File: config.mk
export PLATFORM = sky130hd
export DESIGN_NAME = vfcm_front
export DESIGN_NICKNAME = d
export VERILOG_FILES = /design/src/design/vfcm_pkg.sv /design/src/design/vfcm_front.sv
export SDC_FILE = /design/constraint.sdc
export NUM_CORES = 1
export LEC_CHECK = 0
export BUFFER_PORTS_ARGS = -buffer_cell sky130_fd_sc_hd__clkbuf_2
export CORE_ASPECT_RATIO = 2
export CORE_MARGIN = 1.5
export CORE_UTILIZATION = 45
export CTS_CLUSTER_DIAMETER = 100
export DETAILED_ROUTE_END_ITERATION = 10
export PLACE_DENSITY = 0.73
export REMOVE_ABC_BUFFERS = 1
export SETUP_SLACK_MARGIN = 0.2
export SKIP_CTS_REPAIR_TIMING = 1
export SYNTH_ARGS = -nofsm -noshare
export SYNTH_HDL_FRONTEND = slang
export SYNTH_SLANG_ARGS = --single-unit
File: constraint.sdc
create_clock -name clk -period 1.7 [get_ports clk]
set_input_delay 0.17 -clock clk [delete_from_list [all_inputs] [get_ports clk]]
set_output_delay 0.17 -clock clk [all_outputs]
set_load 0.05 [all_outputs]
File: src/design/vfcm_pkg.sv
`timescale 1ns / 1ps

package vfcm_pkg;

    // Chunk geometry. The edge length is a power of two, so a cell index splits
    // into x, y and z bit fields.
    localparam int CHUNK_DIM  = 16;
    localparam int DIM_BITS   = $clog2(CHUNK_DIM);
    localparam int IDX_W      = 12;
    localparam int CELL_CAP   = 4096;
    localparam int CELL_TOTAL = (CHUNK_DIM * CHUNK_DIM * CHUNK_DIM > CELL_CAP) ?
                                CELL_CAP : CHUNK_DIM * CHUNK_DIM * CHUNK_DIM;

    // Field widths.
    localparam int TYPE_W   = 3;
    localparam int COORD_W  = 5;
    localparam int TEX_W    = 2;
    localparam int FACE_W   = 3;
    localparam int CNT_W    = 3;
    localparam int NUM_FACE = 6;
    localparam int NUM_VERT = 6;
    localparam int IN_DATA_W  = 16;
    localparam int OUT_DATA_W = 24;

    // Command queue between the front and back parts.
    localparam int Q_DEPTH = 2;
    localparam int Q_PTR_W = 1;
    localparam int Q_CNT_W = 2;

    // Operation codes carried in s_axis_tuser.
    localparam logic OP_WRITE = 1'b0;
    localparam logic OP_MESH  = 1'b1;

    localparam logic [TYPE_W-1:0] TYPE_EMPTY = '0;

    // Face codes.
    localparam logic [FACE_W-1:0] FACE_NEG_X = 3'd0;
    localparam logic [FACE_W-1:0] FACE_POS_X = 3'd1;
    localparam logic [FACE_W-1:0] FACE_NEG_Y = 3'd2;
    localparam logic [FACE_W-1:0] FACE_POS_Y = 3'd3;
    localparam logic [FACE_W-1:0] FACE_NEG_Z = 3'd4;
    localparam logic [FACE_W-1:0] FACE_POS_Z = 3'd5;

    // Corner bits per face and vertex: bit 0 x, bit 1 y, bit 2 z.
    localparam logic [2:0] FACE_CORNER [0:NUM_FACE-1][0:NUM_VERT-1] = '{
        '{3'd4, 3'd6, 3'd2, 3'd2, 3'd0, 3'd4},
        '{3'd1, 3'd3, 3'd7, 3'd7, 3'd5, 3'd1},
        '{3'd4, 3'd0, 3'd1, 3'd1, 3'd5, 3'd4},
        '{3'd2, 3'd6, 3'd7, 3'd7, 3'd3, 3'd2},
        '{3'd0, 3'd2, 3'd3, 3'd3, 3'd1, 3'd0},
        '{3'd5, 3'd7, 3'd6, 3'd6, 3'd4, 3'd5}
    };

    // Texture corner per vertex: bit 0 u, bit 1 v.
    localparam logic [1:0] TEX_CORNER [0:NUM_VERT-1] = '{2'd0, 2'd2, 2'd3, 2'd3, 2'd1, 2'd0};

    // Atlas tile column and row per block type; unknown types use tile (0,0).
    localparam logic [TEX_W-1:0] TILE_U [0:7] = '{2'd0, 2'd0, 2'd1, 2'd2, 2'd0, 2'd1, 2'd2, 2'd0};
    localparam logic [TEX_W-1:0] TILE_V [0:7] = '{2'd0, 2'd0, 2'd0, 2'd0, 2'd1, 2'd1, 2'd1, 2'd0};

    // One queued request.
    typedef struct packed {
        logic              mesh;
        logic [IDX_W-1:0]  idx;
        logic [TYPE_W-1:0] btype;
    } vfcm_cmd_t;

    // Queue head as seen by the back part.
    typedef struct packed {
        logic      valid;
        vfcm_cmd_t cmd;
    } vfcm_q_out_t;

    // Status from the back part to the front part.
    typedef struct packed {
        logic pop;
        logic clearing;
    } vfcm_back_stat_t;

    typedef enum logic [2:0] {
        ST_CLEAR,
        ST_IDLE,
        ST_SCAN,
        ST_EMIT
    } vfcm_state_t;

endpackage

File: src/design/vfcm_front.sv
`timescale 1ns / 1ps

module vfcm_front (
    input  logic                          clk,
    input  logic                          rst_n,
    input  logic                          s_axis_tvalid,
    output logic                          s_axis_tready,
    input  logic [vfcm_pkg::IN_DATA_W-1:0] s_axis_tdata,  // cell_index[11:0], block_type[14:12]
    input  logic                          s_axis_tuser,  // op
    input  vfcm_pkg::vfcm_back_stat_t     bstat,
    output vfcm_pkg::vfcm_q_out_t         qout
);

    vfcm_pkg::vfcm_cmd_t                q_reg [0:vfcm_pkg::Q_DEPTH-1];
    logic [vfcm_pkg::Q_PTR_W-1:0]       wr_ptr_reg;
    logic [vfcm_pkg::Q_PTR_W-1:0]       rd_ptr_reg;
    logic [vfcm_pkg::Q_CNT_W-1:0]       count_reg;
    logic [vfcm_pkg::Q_CNT_W-1:0]       count_next;
    vfcm_pkg::vfcm_cmd_t                in_cmd;
    logic                               in_range;
    logic                               push;
    logic                               pop;

    // Unpack the request and drop indices beyond the chunk.
    always_comb
    begin
        in_cmd.mesh  = s_axis_tuser;
        in_cmd.idx   = s_axis_tdata[vfcm_pkg::IDX_W-1:0];
        in_cmd.btype = s_axis_tdata[vfcm_pkg::IDX_W +: vfcm_pkg::TYPE_W];
        in_range     = ({1'b0, in_cmd.idx} < (vfcm_pkg::IDX_W+1)'(vfcm_pkg::CELL_TOTAL));
    end

    // Requests are refused while the queue is full or the cell store is cleared.
    assign s_axis_tready = (count_reg != vfcm_pkg::Q_CNT_W'(vfcm_pkg::Q_DEPTH)) && !bstat.clearing;
    assign push          = s_axis_tvalid && s_axis_tready && in_range;
    assign pop           = bstat.pop && (count_reg != '0);

    always_comb
    begin
        count_next = count_reg;
        if (push && !pop)
        begin
            count_next = count_reg + 1'b1;
        end
        else if (pop && !push)
        begin
            count_next = count_reg - 1'b1;
        end
    end

    // Queue pointers and fill count.
    always_ff @(posedge clk or negedge rst_n)
    begin
        if (!rst_n)
        begin
            wr_ptr_reg <= '0;
            rd_ptr_reg <= '0;
            count_reg  <= '0;
        end
        else
        begin
            if (push)
            begin
                wr_ptr_reg <= wr_ptr_reg + 1'b1;
            end
            if (pop)
            begin
                rd_ptr_reg <= rd_ptr_reg + 1'b1;
            end
            count_reg <= count_next;
        end
    end

    // Queue storage.
    always_ff @(posedge clk)
    begin
        if (push)
        begin
            q_reg[wr_ptr_reg] <= in_cmd;
        end
    end

    assign qout.valid = (count_reg != '0);
    assign qout.cmd   = q_reg[rd_ptr_reg];

endmodule

==> results.cfg <==
[status]
status = complete, no violations

[clock_network]
cts_buffer_depth = 2
cts_tree = built
worstSkewPairLatency_ps = 280
clkTransAtPathRegs_ps = 70
cts_max_level = 2
cts_sinks = 36
numCtsBuffers = 5
clockRootBuffer = clkbuf_8

[finish]
syn_to_final_growth_pct = 33.5
drive_gt1_share_pct = 58.3
seq_area_um2 = 1060
nets = 143
multi_input_area_um2 = 329
largest_register_ffs = 32
diodes = 0
fin_util_pct = 63.3
fillers = 220

[sta]
worstMarginPinSlew_ps = 282
timing.final.crit_share_pct = 88.9
layout_setup_ws_ps = 188
fin_crit_ps = 1510
finalMaxSlewViolations = 0
slew_headroom_pct = 81.3
setup_viol = 0
tns_ps = 0
rsz0062_at_grt = true
finalHoldViolCount = 0
fmax_ghz = 0.662
fin_worst_skew_ps = 6.57

[floorplanning]
coreArea_um2 = 2980
num_rows = 28
start_util_pct = 47.4
dieHeight_um = 82.2
top_level_ports = 40
dieWidth_um = 42.6
die_area_um2 = 3500

[setup_path]
path_buf_inv = 2
critical-path-max-stage-delay_ps = 430
r2r_cells = 6
critPathKind = flop to output port
required_ps = 1530
startpoint_type = flop
ff2ff_setup_slack_ps = 280
critPathMaxFanout = 8
worst_r2r_endpoint = count_reg[1]
critPathArrivalTime_ps = 1340
crit_family = flip-flops
cp_slowest_cell = dfrtp_2
worstSetupEndpointType = output port
cp_cell_sequence = clkbuf_16 > mux2_4 > buf_6
worstReg2RegStart = count_reg[1]

[routing]
vias = 771
drc = 0
first_pass_iters = 2
via_per_inst = 5.14
drt_iter0_drc = 5
avgRoutedWirePerCell_um = 15.9
ant_nets = 0
wl_mm = 2.38

[synthesis]
ys_types = 16
synth.avg_cell_area_um2 = 20.2
ys_warn_count = 0
netlist.area_leader.share_pct = 68.0
seq_area_frac_synth_pct = 75.1
synth_top_cell_by_area = edfxtp_1
postSynthCellCount = 70
syn_area_um2 = 1410
yosys_register_bits = 36
synth_area_leaders = edfxtp_1 68%, mux2_4 9.6%, dfrtp_1 7.1%, mux2_2 5.6%, xnor2_1 1.9%

[grt]
grt_max_degree = 18
grt_use_total_pct = 13.8
grt_pass1_wl_mm = 3.38
grt_pass1_vias = 758
antenna_found_initial = 0
gr-total-overflow = 0

[hold_path]
hold_start = s_axis_tuser
hp-class = input pin to flop
hold_path_depth = 1
min_to = q_reg[1][15]

[placement]
pre_cts_ws_ps = 206
port_buffers = 38
place_congestion = 0.632
dp_hpwl_mm = 1.64

[job]
cap_violations = 0

[power]
leakagePower_nw = 0.778
power_density_nw_per_um2 = 1800
power_mw = 3.39
ir_worst_vdd_mv = 1.23
[cell type report]
cell class | instances | share of cell area [%]
timing repair buffer | 45 | 19.9
clock buffer | 6 | 3.85
tap | 30 | 1.99
multi-input combinational | 31 | 17.5
clock inverter | 1 | 0.265
sequential | 36 | 56.3
inverter | 1 | 0.199
[stage by stage]
stage,hold WS [ps],instance area (um2),std cells
finish,79.9,1890,150
global route,67.3,1890,150
CTS,-316,1720,146
detailed placement,-14.6,1640,139
global placement,-21.3,1640,139
floorplan,-126,1380,68
[worst max-delay path by stage]
stage | slack (ps) | depth (start not counted) | end | start
2_1_floorplan | 7 | 3 | q_reg[0][0] | count_reg[0]
3_3_place_gp | 310 | 7 | count_reg[1] | count_reg[0]
5_1_grt | 160 | 3 | qout[5] | rd_ptr_reg
4_1_cts | 110 | 3 | qout[15] | rd_ptr_reg
6_report | 190 | 3 | qout[10] | rd_ptr_reg
3_5_place_dp | 210 | 6 | count_reg[1] | count_reg[0]
[power breakdown]
| part | switching [mW] | leakage (nW) | total (mW) | internal, mW |
|---|---|---|---|---|
| combinational | 0.919 | 0.399 | 1.64 | 0.723 |
| sequential | 0.0860 | 0.338 | 1.21 | 1.13 |
| clock | 0.260 | 0.0410 | 0.537 | 0.278 |
| total | 1.27 | 0.778 | 3.39 | 2.13 |
[Yosys cell counts]
master and n:
and3_1 1, buf_12 1, buf_6 1, dfrtp_1 4, edfxtp_1 32, ha_1 1
inv_1 1, mux2_2 7, mux2_4 9, nand2_1 2, nand2b_1 1, nor2_1 2
nor2b_1 2, or2_1 1, xnor2_1 3, xor2_1 2
[cell usage in the layout, fill, tap and decap left out, types with 2 or more instances in the layout]
cell      instances
nor2b_1           2
nand2_2           2
buf_6            16
edfxtp_1         32
clkbuf_8          5
mux2_2            7
mux2_4            9
buf_4             4
xor2_1            2
clkbuf_2         22
nor2_1            2
xnor2_1           3
dfrtp_1           3
[kinds of logic after synthesis]
| family | after synthesis | synth area share [%] |
|---|---|---|
| XOR/XNOR | 5 | 3.10 |
| adder cells (fa/ha/maj) | 1 | 0.886 |
| buffers and inverters | 3 | 2.48 |
| flip-flops | 36 | 75.1 |
| multiplexers | 16 | 15.1 |
| AND/OR/NAND/NOR | 9 | 3.28 |
[per-layer routing]
layer	share of wire, %	wire [um]	GRT usage, %	vias up
met5	0	0	0	-
met4	2.4	57	7.81	0
met3	3.9	92	4.78	6
met2	59	1420	24.3	24
met1	34	817	13.8	382
li1	-	-	-	359
Power figures use the tool's default switching activity.
